<file path="src/design/assert_macros.svh">
// assertion macros used by the top-level design file
// no dependencies; define ASSERT_OFF to compile them out
`ifndef ASSERT_MACROS_SVH
`define ASSERT_MACROS_SVH
`ifndef ASSERT_OFF
// property must hold at every clock edge outside reset
`define CPQ_ASSERT(lbl, clk, rstn, prop) \
  lbl: assert property (@(posedge clk) disable iff (!rstn) prop) \
    else $error("assertion failed");
// condition must never be seen outside reset
`define CPQ_ASSERT_NEVER(lbl, clk, rstn, cond) \
  lbl: assert property (@(posedge clk) disable iff (!rstn) !(cond)) \
    else $error("forbidden condition seen");
`else
`define CPQ_ASSERT(lbl, clk, rstn, prop)
`define CPQ_ASSERT_NEVER(lbl, clk, rstn, cond)
`endif
`endif

</file>
<file path="src/design/cpq_pkg.sv">
// types and constants of the calibrated pitch quantizer
// no dependencies
package cpq_pkg;

  localparam int NumChannelsDef = 4;
  localparam int QueueDepth     = 2;

  typedef enum logic [1:0] {
    OP_LOAD  = 2'd0,
    OP_C2C   = 2'd1,
    OP_C2D   = 2'd2,
    OP_QUANT = 2'd3
  } cpq_op_e;

  typedef enum logic [1:0] {
    ST_OK        = 2'd0,
    ST_ZERO_SPAN = 2'd1,
    ST_SAT       = 2'd2,
    ST_RSVD      = 2'd3
  } cpq_status_e;

  typedef enum logic [3:0] {
    S_IDLE, S_MUL1, S_GO1, S_WAIT1, S_QNT, S_RND, S_MUL2, S_RCP2, S_SAT2, S_OUT
  } cpq_state_e;

  typedef struct packed {
    logic [1:0]         op;
    logic [1:0]         channel;
    logic signed [15:0] value;
    logic signed [7:0]  step;
    logic [11:0]        point_low;
    logic [11:0]        point_mid;
    logic [11:0]        point_high;
  } cpq_in_t;

  typedef struct packed {
    logic signed [15:0] result;
    logic [1:0]         status;
  } cpq_out_t;

  // work handed from front to back
  typedef struct packed {
    logic               direct;
    cpq_op_e            op;
    logic signed [15:0] value;
    logic signed [7:0]  step;
    logic signed [12:0] span;
    logic [11:0]        offset;
    cpq_status_e        status;
  } cpq_job_t;

endpackage

</file>
<file path="src/design/cpq_front.sv">
// front end: accepts items, holds per-channel calibration, classifies work
// depends on cpq_pkg
module cpq_front import cpq_pkg::*; #(
  parameter int NUM_CHANNELS = NumChannelsDef
) (
  input  logic     clk_i,
  input  logic     rst_ni,
  input  logic     push_i,
  input  cpq_in_t  in_data_i,
  input  logic     q_full_i,
  output logic     q_push_o,
  output cpq_job_t q_job_o
);

  logic signed [12:0] span_q [NUM_CHANNELS];
  logic [11:0]        off_q  [NUM_CHANNELS];
  logic signed [12:0] span_rd;
  logic [11:0]        off_rd;
  logic               present;
  logic               accept;
  logic signed [12:0] new_span;

  assign accept   = push_i && !q_full_i;
  assign q_push_o = accept;
  assign present  = 32'(in_data_i.channel) < NUM_CHANNELS;
  assign new_span = $signed({1'b0, in_data_i.point_high}) -
                    $signed({1'b0, in_data_i.point_low});

  // calibration read, absent channel reads zero
  always_comb begin
    span_rd = '0;
    off_rd  = '0;
    for (int i = 0; i < NUM_CHANNELS; i++) begin
      if (32'(in_data_i.channel) == i) begin
        span_rd = span_q[i];
        off_rd  = off_q[i];
      end
    end
  end

  // calibration store
  always_ff @(posedge clk_i or negedge rst_ni) begin
    if (!rst_ni) begin
      for (int i = 0; i < NUM_CHANNELS; i++) begin
        span_q[i] <= '0;
        off_q[i]  <= '0;
      end
    end else if (accept && cpq_op_e'(in_data_i.op) == OP_LOAD) begin
      for (int i = 0; i < NUM_CHANNELS; i++) begin
        if (32'(in_data_i.channel) == i) begin
          span_q[i] <= new_span;
          off_q[i]  <= in_data_i.point_mid;
        end
      end
    end
  end

  // classify: loads and zero spans finish without arithmetic
  always_comb begin
    q_job_o.op     = cpq_op_e'(in_data_i.op);
    q_job_o.value  = in_data_i.value;
    q_job_o.step   = in_data_i.step;
    q_job_o.span   = span_rd;
    q_job_o.offset = off_rd;
    q_job_o.direct = 1'b0;
    q_job_o.status = ST_OK;
    if (cpq_op_e'(in_data_i.op) == OP_LOAD) begin
      q_job_o.direct = 1'b1;
      if (present && new_span == '0) q_job_o.status = ST_ZERO_SPAN;
    end else if (span_rd == '0) begin
      q_job_o.direct = 1'b1;
      q_job_o.status = ST_ZERO_SPAN;
    end
  end

endmodule

</file>
<file path="src/design/cpq_queue.sv">
// short job queue between front and back
// depends on cpq_pkg
module cpq_queue import cpq_pkg::*; (
  input  logic     clk_i,
  input  logic     rst_ni,
  input  logic     push_i,
  input  cpq_job_t job_i,
  output logic     full_o,
  input  logic     pop_i,
  output logic     empty_o,
  output cpq_job_t job_o
);

  localparam int PtrW = (QueueDepth > 1) ? $clog2(QueueDepth) : 1;
  localparam int CntW = $clog2(QueueDepth + 1);

  cpq_job_t        mem_q [QueueDepth];
  logic [PtrW-1:0] wr_q, wr_d, rd_q, rd_d;
  logic [CntW-1:0] cnt_q, cnt_d;

  assign full_o  = cnt_q == CntW'(QueueDepth);
  assign empty_o = cnt_q == '0;
  assign job_o   = mem_q[rd_q];

  // pointer and fill update
  always_comb begin
    wr_d  = wr_q;
    rd_d  = rd_q;
    cnt_d = cnt_q;
    if (push_i) wr_d = (32'(wr_q) == QueueDepth - 1) ? '0 : wr_q + 1'b1;
    if (pop_i)  rd_d = (32'(rd_q) == QueueDepth - 1) ? '0 : rd_q + 1'b1;
    if (push_i && !pop_i) cnt_d = cnt_q + 1'b1;
    else if (pop_i && !push_i) cnt_d = cnt_q - 1'b1;
  end

  always_ff @(posedge clk_i or negedge rst_ni) begin
    if (!rst_ni) begin
      wr_q  <= '0;
      rd_q  <= '0;
      cnt_q <= '0;
    end else begin
      wr_q  <= wr_d;
      rd_q  <= rd_d;
      cnt_q <= cnt_d;
    end
  end

  // entry storage
  always_ff @(posedge clk_i) begin
    if (push_i) mem_q[wr_q] <= job_i;
  end

endmodule

</file>
<file path="src/design/cpq_div.sv">
// serial signed divider, one quotient bit per cycle, truncates toward zero
// depends on cpq_pkg
module cpq_div import cpq_pkg::*; (
  input  logic               clk_i,
  input  logic               rst_ni,
  input  logic               start_i,
  input  logic signed [31:0] dividend_i,
  input  logic signed [15:0] divisor_i,
  output logic               done_o,
  output logic signed [31:0] quotient_o
);

  logic        run_q;
  logic [5:0]  cnt_q;
  logic [31:0] quo_q;
  logic [15:0] rem_q, dsr_q;
  logic        neg_q;
  logic [16:0] rem_sh;
  logic [16:0] rem_sub;

  assign rem_sh  = {rem_q, quo_q[31]};
  assign rem_sub = rem_sh - {1'b0, dsr_q};
  assign done_o  = run_q && cnt_q == 6'd32;
  assign quotient_o = neg_q ? -$signed(quo_q) : $signed(quo_q);

  // control
  always_ff @(posedge clk_i or negedge rst_ni) begin
    if (!rst_ni) begin
      run_q <= 1'b0;
      cnt_q <= '0;
    end else if (start_i) begin
      run_q <= 1'b1;
      cnt_q <= '0;
    end else if (done_o) begin
      run_q <= 1'b0;
    end else if (run_q) begin
      cnt_q <= cnt_q + 1'b1;
    end
  end

  // restoring step on magnitudes
  always_ff @(posedge clk_i) begin
    if (start_i) begin
      quo_q <= dividend_i[31] ? 32'(-dividend_i) : 32'(dividend_i);
      dsr_q <= divisor_i[15] ? 16'(-divisor_i) : 16'(divisor_i);
      rem_q <= '0;
      neg_q <= dividend_i[31] ^ divisor_i[15];
    end else if (run_q && !done_o) begin
      if (!rem_sub[16]) begin
        rem_q <= rem_sub[15:0];
        quo_q <= {quo_q[30:0], 1'b1};
      end else begin
        rem_q <= rem_sh[15:0];
        quo_q <= {quo_q[30:0], 1'b0};
      end
    end
  end

endmodule

</file>
<file path="src/design/cpq_back.sv">
// back end: conversion sequencer around the shared divider, result register
// depends on cpq_pkg, cpq_div
module cpq_back import cpq_pkg::*; (
  input  logic     clk_i,
  input  logic     rst_ni,
  input  logic     q_empty_i,
  input  cpq_job_t q_job_i,
  output logic     q_pop_o,
  input  logic     pop_i,
  output logic     empty_o,
  output cpq_out_t out_data_o
);

  localparam logic signed [15:0] KNeg24k   = -16'sd24000;
  localparam logic [14:0]        K24k      = 15'd24000;
  localparam logic [12:0]        KRecip    = 13'd5243;
  // ceil(2^30 / 375), exact for dividends below 2^21
  localparam logic [21:0]        KRecip375 = 22'd2863312;
  localparam logic signed [31:0] KNumLo    = -32'sd24000;
  // 4096 * 24000, first numerator past the code range
  localparam logic signed [31:0] KNumHi    = 32'sd98304000;

  cpq_state_e         state_q, state_d;
  cpq_job_t           job_q;
  logic signed [31:0] num_q;
  logic signed [15:0] den_q;
  logic signed [15:0] cents_q, res_q;
  logic [29:0]        prod_q;
  logic [42:0]        prod2_q;
  logic               neg_q, sat_q;
  logic               out_valid_q, out_valid_d;
  cpq_out_t           out_q;
  logic               out_load;
  logic               div_start, div_done;
  logic signed [31:0] div_quo;

  logic signed [17:0] diff;
  logic signed [33:0] p1;
  logic signed [16:0] t;
  logic [16:0]        tmag;
  logic [10:0]        qm;
  logic signed [10:0] qs, q2;
  logic signed [18:0] c100;
  logic signed [28:0] p2;
  logic [26:0]        p3;

  cpq_div u_div (
    .clk_i     (clk_i),
    .rst_ni    (rst_ni),
    .start_i   (div_start),
    .dividend_i(num_q),
    .divisor_i (den_q),
    .done_o    (div_done),
    .quotient_o(div_quo)
  );

  assign q_pop_o    = state_q == S_IDLE && !q_empty_i;
  assign div_start  = state_q == S_GO1;
  assign out_load   = state_q == S_OUT && (!out_valid_q || pop_i);
  assign empty_o    = !out_valid_q;
  assign out_data_o = out_q;

  // arithmetic of each step
  assign diff = $signed({{2{job_q.value[15]}}, job_q.value}) - $signed({6'b0, job_q.offset});
  assign p1   = diff * KNeg24k;
  assign t    = cents_q[15] ? $signed({cents_q[15], cents_q}) - 17'sd50
                            : $signed({cents_q[15], cents_q}) + 17'sd50;
  assign tmag = t[16] ? 17'(-t) : 17'(t);
  assign qm   = prod_q[29:19];
  assign qs   = neg_q ? -$signed(qm) : $signed(qm);
  assign q2   = qs + 11'($signed(job_q.step));
  assign c100 = q2 * $signed(8'sd100);
  assign p2   = cents_q * job_q.span;
  assign p3   = job_q.offset * K24k;

  // next state
  always_comb begin
    state_d = state_q;
    case (state_q)
      S_IDLE: begin
        if (!q_empty_i) begin
          if (q_job_i.direct) state_d = S_OUT;
          else if (q_job_i.op == OP_C2D) state_d = S_MUL2;
          else state_d = S_MUL1;
        end
      end
      S_MUL1:  state_d = S_GO1;
      S_GO1:   state_d = S_WAIT1;
      S_WAIT1: if (div_done) state_d = (job_q.op == OP_C2C) ? S_OUT : S_QNT;
      S_QNT:   state_d = S_RND;
      S_RND:   state_d = S_MUL2;
      S_MUL2:  state_d = S_RCP2;
      S_RCP2:  state_d = S_SAT2;
      S_SAT2:  state_d = S_OUT;
      S_OUT:   if (out_load) state_d = S_IDLE;
      default: state_d = S_IDLE;
    endcase
  end

  always_ff @(posedge clk_i or negedge rst_ni) begin
    if (!rst_ni) state_q <= S_IDLE;
    else         state_q <= state_d;
  end

  // datapath registers
  always_ff @(posedge clk_i) begin
    case (state_q)
      S_IDLE: begin
        job_q   <= q_job_i;
        cents_q <= q_job_i.value;
        res_q   <= '0;
        sat_q   <= 1'b0;
      end
      S_MUL1: begin
        num_q <= p1[31:0] + 32'(job_q.span);
        den_q <= {{2{job_q.span[12]}}, job_q.span, 1'b0};
      end
      S_WAIT1: begin
        if (div_done) begin
          if (div_quo > 32'sd32767) begin
            cents_q <= 16'sd32767;
            sat_q   <= 1'b1;
          end else if (div_quo < -32'sd32768) begin
            cents_q <= -16'sd32768;
            sat_q   <= 1'b1;
          end else begin
            cents_q <= div_quo[15:0];
          end
          res_q <= (div_quo > 32'sd32767) ? 16'sd32767 :
                   (div_quo < -32'sd32768) ? -16'sd32768 : div_quo[15:0];
        end
      end
      S_QNT: begin
        prod_q <= tmag * KRecip;
        neg_q  <= t[16];
      end
      S_RND: begin
        if (c100 > 19'sd32767) begin
          cents_q <= 16'sd32767;
          sat_q   <= 1'b1;
        end else if (c100 < -19'sd32768) begin
          cents_q <= -16'sd32768;
          sat_q   <= 1'b1;
        end else begin
          cents_q <= c100[15:0];
        end
      end
      S_MUL2: begin
        num_q <= -(32'(p2) <<< 1) + $signed({5'b0, p3}) + 32'sd12000;
      end
      // divide by 24000 as a shift by 6 and a reciprocal multiply by 1/375
      S_RCP2: begin
        prod2_q <= num_q[26:6] * KRecip375;
      end
      // clamp to the code range, small negatives truncate to zero
      S_SAT2: begin
        if (num_q <= KNumLo) begin
          res_q <= '0;
          sat_q <= 1'b1;
        end else if (num_q < 32'sd0) begin
          res_q <= '0;
        end else if (num_q >= KNumHi) begin
          res_q <= 16'sd4095;
          sat_q <= 1'b1;
        end else begin
          res_q <= {4'b0, prod2_q[41:30]};
        end
      end
      default: ;
    endcase
  end

  // result register
  always_comb begin
    out_valid_d = out_valid_q;
    if (out_load) out_valid_d = 1'b1;
    else if (pop_i && out_valid_q) out_valid_d = 1'b0;
  end

  always_ff @(posedge clk_i or negedge rst_ni) begin
    if (!rst_ni) out_valid_q <= 1'b0;
    else         out_valid_q <= out_valid_d;
  end

  always_ff @(posedge clk_i) begin
    if (out_load) begin
      out_q.result <= res_q;
      out_q.status <= job_q.direct ? job_q.status : (sat_q ? ST_SAT : ST_OK);
    end
  end

endmodule

</file>
<file path="src/design/calibrated_pitch_quantizer_core.sv">
// calibrated pitch quantizer, top level
// depends on cpq_pkg, cpq_front, cpq_queue, cpq_back, assert_macros.svh
//
// Items enter on a queue-style port: in_data_i is taken at an edge with push high and
// full low. Results leave the same way: out_data_o holds the oldest result while
// empty is low and is taken at an edge with pop high.
// The front end reads or loads the per-channel calibration as an item is taken and
// places a job in a two-entry queue; the back end runs the arithmetic.
// Loads and zero-span items go to the result register without arithmetic. Code to
// cents divides by twice the channel span in a pass through the serial divider; the
// division by 24000 is a shift and a reciprocal multiply.
// Items are worked one at a time in the back end, which takes no new item until
// the last has been loaded into the result register; up to two further items wait
// in the queue, so push may be taken while a result waits.
// Reset clears the calibration store (span zero on all channels) and the queue, and
// empties the result register. When pop stays low, the result is held, the back end
// waits, and full rises once the queue fills.
`include "assert_macros.svh"
module calibrated_pitch_quantizer_core import cpq_pkg::*; #(
  parameter int NUM_CHANNELS = NumChannelsDef
) (
  input  logic     clk_i,
  input  logic     rst_ni,
  input  logic     push,
  output logic     full,
  input  cpq_in_t  in_data_i,
  input  logic     pop,
  output logic     empty,
  output cpq_out_t out_data_o
);

  logic     q_push, q_full, q_pop, q_empty;
  cpq_job_t q_wr_job, q_rd_job;

  assign full = q_full;

  cpq_front #(.NUM_CHANNELS(NUM_CHANNELS)) u_front (
    .clk_i    (clk_i),
    .rst_ni   (rst_ni),
    .push_i   (push),
    .in_data_i(in_data_i),
    .q_full_i (q_full),
    .q_push_o (q_push),
    .q_job_o  (q_wr_job)
  );

  cpq_queue u_queue (
    .clk_i  (clk_i),
    .rst_ni (rst_ni),
    .push_i (q_push),
    .job_i  (q_wr_job),
    .full_o (q_full),
    .pop_i  (q_pop),
    .empty_o(q_empty),
    .job_o  (q_rd_job)
  );

  cpq_back u_back (
    .clk_i     (clk_i),
    .rst_ni    (rst_ni),
    .q_empty_i (q_empty),
    .q_job_i   (q_rd_job),
    .q_pop_o   (q_pop),
    .pop_i     (pop),
    .empty_o   (empty),
    .out_data_o(out_data_o)
  );

  // internal checks
  `CPQ_ASSERT_NEVER(a_no_overflow, clk_i, rst_ni, q_push && q_full && !q_pop)
  `CPQ_ASSERT_NEVER(a_no_underflow, clk_i, rst_ni, q_pop && q_empty)
  `CPQ_ASSERT_NEVER(a_status_code, clk_i, rst_ni, !empty && out_data_o.status == ST_RSVD)

endmodule

</file>
<file path="config.mk">
export PLATFORM = sky130hd
export DESIGN_NAME = calibrated_pitch_quantizer_core
export DESIGN_NICKNAME = d
export VERILOG_FILES = /design/src/design/cpq_pkg.sv /design/src/design/cpq_front.sv /design/src/design/cpq_queue.sv /design/src/design/cpq_div.sv /design/src/design/cpq_back.sv /design/src/design/calibrated_pitch_quantizer_core.sv
export VERILOG_INCLUDE_DIRS = /design/src /design/src/design
export SDC_FILE = /design/constraint.sdc
export NUM_CORES = 2
export LEC_CHECK = 0
export ABC_AREA = 1
export BUFFER_PORTS_ARGS = -buffer_cell sky130_fd_sc_hd__buf_2
export CELL_PAD_IN_SITES_DETAIL_PLACEMENT = 0
export CELL_PAD_IN_SITES_GLOBAL_PLACEMENT = 1
export CORE_UTILIZATION = 25
export DETAILED_ROUTE_END_ITERATION = 12
export PLACE_DENSITY = 0.5
export SLEW_MARGIN = 20
export SYNTH_ARGS = -nofsm -noshare
export SYNTH_HDL_FRONTEND = slang
export SYNTH_SLANG_ARGS = --single-unit
export TNS_END_PERCENT = 20
</file>
<file path="constraint.sdc">
create_clock -name clk_i -period 9.2 [get_ports clk_i]
set_input_delay 2.76 -clock clk_i [delete_from_list [all_inputs] [get_ports clk_i]]
set_output_delay 2.76 -clock clk_i [all_outputs]
set_load 0.01 [all_outputs]
</file>
==> run_results.csv <==
group,metric,value,unit
critical_path,rrSetupSlack,0.74,ns
sta,setup_tns,0,ns
critical_path,critPathMostFrequentCell,"fa_1",
sta,worst_pin_slew,1.10,ns
die,io_pins,88,
routing,postRouteWirelength,153000,µm
critical_path,cpMaxStageDelayCell,"edfxtp_1",
sta,min_period,8.46,ns
logic_synthesis,synth_area,51600,µm²
sta,fmax,0.118,GHz
sta,rsz0062_at_grt,"false",
worst_hold_path,whs_path_depth,0,
clock_tree,root_buffer,"clkbuf_16",
clock_tree,postCtsSetupRepairBufs,0,
die,rows,166,
grt,grt_pass1_wl,240000,µm
logic_synthesis,yosys_warnings,0,
logic_synthesis,synthFlopType,"edfxtp_1",
routing,wl_per_cell,17.3,µm
critical_path,critPathMaxStageDelay,1.02,ns
clock_tree,numCtsBuffers,57,
logic_synthesis,async_flop_share,0.253,
critical_path,crit_required,9.57,ns
logic_synthesis,synth_common_cells,"nand2_1 (1289), inv_1 (1248), ha_1 (690), fa_1 (500), o21ai_0 (339)",
routing,drcViolationCount,0,
critical_path,worstSetupEndpointType,"flop",
grt,grt_start_max_net_pins,69,
clock_tree,ctsResizeCount,0,
worst_hold_path,min_to,"u_back.out_data_o[15]",
critical_path,r2r_cells,29,
clock_tree,ctsHoldBuffers,0,
logic_synthesis,synth.area.top_cells,"fa_1 (19%), edfxtp_1 (19%), ha_1 (17%)",
worst_hold_path,min_from,"u_back.res_q[13]",
die,core_area,205000,µm²
sta,slew_headroom,0.261,
clock_tree,clk_pin_slew,0.07,ns
grt,antenna_found_initial,7,
grt,grt_pass1_vias,40294,
logic_synthesis,synth_seq_cells,459,
critical_path,worstPathMaxFanout,18,
sta,drv_slew,0,
logic_synthesis,post_synth.cell_area_avg,8.55,µm²
placement,io_buffers,87,
run,drv_cap,0,
critical_path,worstReg2RegEnd,"u_back.num_q[26]",
grt,gr-usage-all-layers,0.148,
logic_synthesis,synthCells,6031,
sta,setup_viol,0,
logic_synthesis,synth_cell_type_count,63,
placement,post-dp-hpwl,128000,µm
finish,fin_nets,7362,
die,die_h,456,µm
worst_hold_path,hold_class,"reg -> reg",
die,dieArea,208000,µm²
finish,multi_input_area,33400,µm²
clock_tree,cts_tree,"yes",
clock_tree,htree_levels,2,
logic_synthesis,synth_edf_count,327,
clock_tree,cts_sinks,459,
routing,num_vias,38541,
outcome,status,"finished, final reports clean",
finish,nFillCells,22255,
logic_synthesis,synth_seq_area_share,0.253,
logic_synthesis,synth_most_common_cell,"nand2_1",
sta,skew,0.0443,ns
critical_path,critPathLaunchType,"flop",
routing,drt_pass1_iterations,7,
die,die_x,456,µm
sta,fin_crit_sh,0.919,
critical_path,cp_data_arrival_time,8.83,ns
clock_tree,clock_path_buffers,3,
logic_synthesis,yosysTopAreaCellShare,0.194,
routing,vias_per_cell,4.36,
routing,ant_nets,0,
grt,grt_overflow_total,0,
die,initial_utilization,0.252,
sta,finalHoldViolations,0,
clock_tree,clk-insertion-delay-late,0.69,ns
critical_path,path_class,"reg -> reg",
placement,gp_congestion,0.847,
routing,drt_iter0_markers,1820,
finish,syn2layout_area_growth,11.0,%
finish,seqCellArea,13000,µm²
critical_path,crit-reg2reg-launch,"u_back.job_q[23]",
finish,layout-drive-gt1-share,0.0494,
logic_synthesis,synth_area_leader_cell,"fa_1",
-- layer usage --
metal | global-route usage | vias to the layer above | share of wire
li1 | - | 19332 | -
met1 | 0.208 | 18625 | 0.49
met2 | 0.249 | 472 | 0.47
met3 | 0.0134 | 110 | 0.026
met4 | 0.0216 | 2 | 0.013
met5 | 0 | - | 0.000072
-- cells in the final DEF (no fill, tap or decap), drive strengths merged, types with 64 or more instances in the layout --
cell type / count
a21oi: 293
buf: 135
clkbuf: 73
dfrtp: 116
edfxtp: 327
fa: 500
ha: 690
inv: 1255
nand2: 1294
nand3: 168
nand4: 64
nor2: 328
o21ai: 358
xor2: 196
-- logic make-up (layout without fill, tap and decap cells) --
family	after synthesis	after routing	synth area share
compound gates	794	794	0.0844
xor+xnor	257	257	0.0438
fa+ha+maj	1190	1190	0.361
buf+inv	1375	1496	0.101
flops	459	459	0.253
other cells	1	4	0.0000727
simple gates	1955	1955	0.157
-- sequential cells by signal (all words and copies together), names as in the netlist, 2 cells and up --
name and count:
u_back.job_q 53, u_back.prod2_q 12, u_front.off_q 48, u_queue.cnt_q 2, u_front.span_q 52, u_back.num_q 32
u_back.state_q 4, u_back.u_div.rem_q 16, u_back.u_div.quo_q 32, u_queue.mem_q 106, u_back.u_div.cnt_q 6, u_back.den_q 13
u_back.cents_q 16, u_back.res_q 16, u_back.out_data_o 18, u_back.prod_q 11, u_back.u_div.dsr_q 15
-- worst max-delay path: cells and delay by family, from the launching register on --
family	cells	cell delay (ns)
buf+inv	3	0.22
fa+ha+maj	9	4.16
xor+xnor	1	0.28
flops	1	1.02
simple gates	9	1.13
compound gates	7	1.33
-- cell type report --
type / count / area share
Multi-Input combinational cell: 4198 / 0.583
Tap cell: 2688 / 0.0587
Antenna cell: 2 / 0.0000874
Timing Repair Buffer: 135 / 0.0140
Clock inverter: 35 / 0.00631
Sequential cell: 459 / 0.228
Inverter: 1253 / 0.0821
Clock buffer: 73 / 0.0279
-- metrics by stage --
step                instances  cell area [µm²]  setup slack, ns  hold WS [ns]   util
global route             8841            57300            0.264         0.429  0.280
floorplan                6032            51600             1.21         0.400      -
finish                   8843            57300            0.744         0.421  0.280
global placement         8733            55300            0.869         0.406  0.270
detailed placement       8733            55300            0.846         0.405  0.270
CTS                      8841            57300            0.740         0.421  0.280
-- worst max path at each step --
stage,start,endpoint,slack (ns)
after floorplan,u_back.cents_q[15],u_back.num_q[29],1.21
after global placement,u_back.cents_q[15],u_back.prod_q[29],0.87
after detailed placement,u_back.cents_q[15],u_back.prod_q[25],0.85
after CTS,u_back.job_q[23],u_back.num_q[26],0.74
after global routing,u_back.cents_q[15],u_back.num_q[29],0.26
final,u_back.job_q[23],u_back.num_q[26],0.74
Power is left out: the tool's default activity adds up to more than one toggle a clock period on the data nets, which glitch-free logic cannot reach.
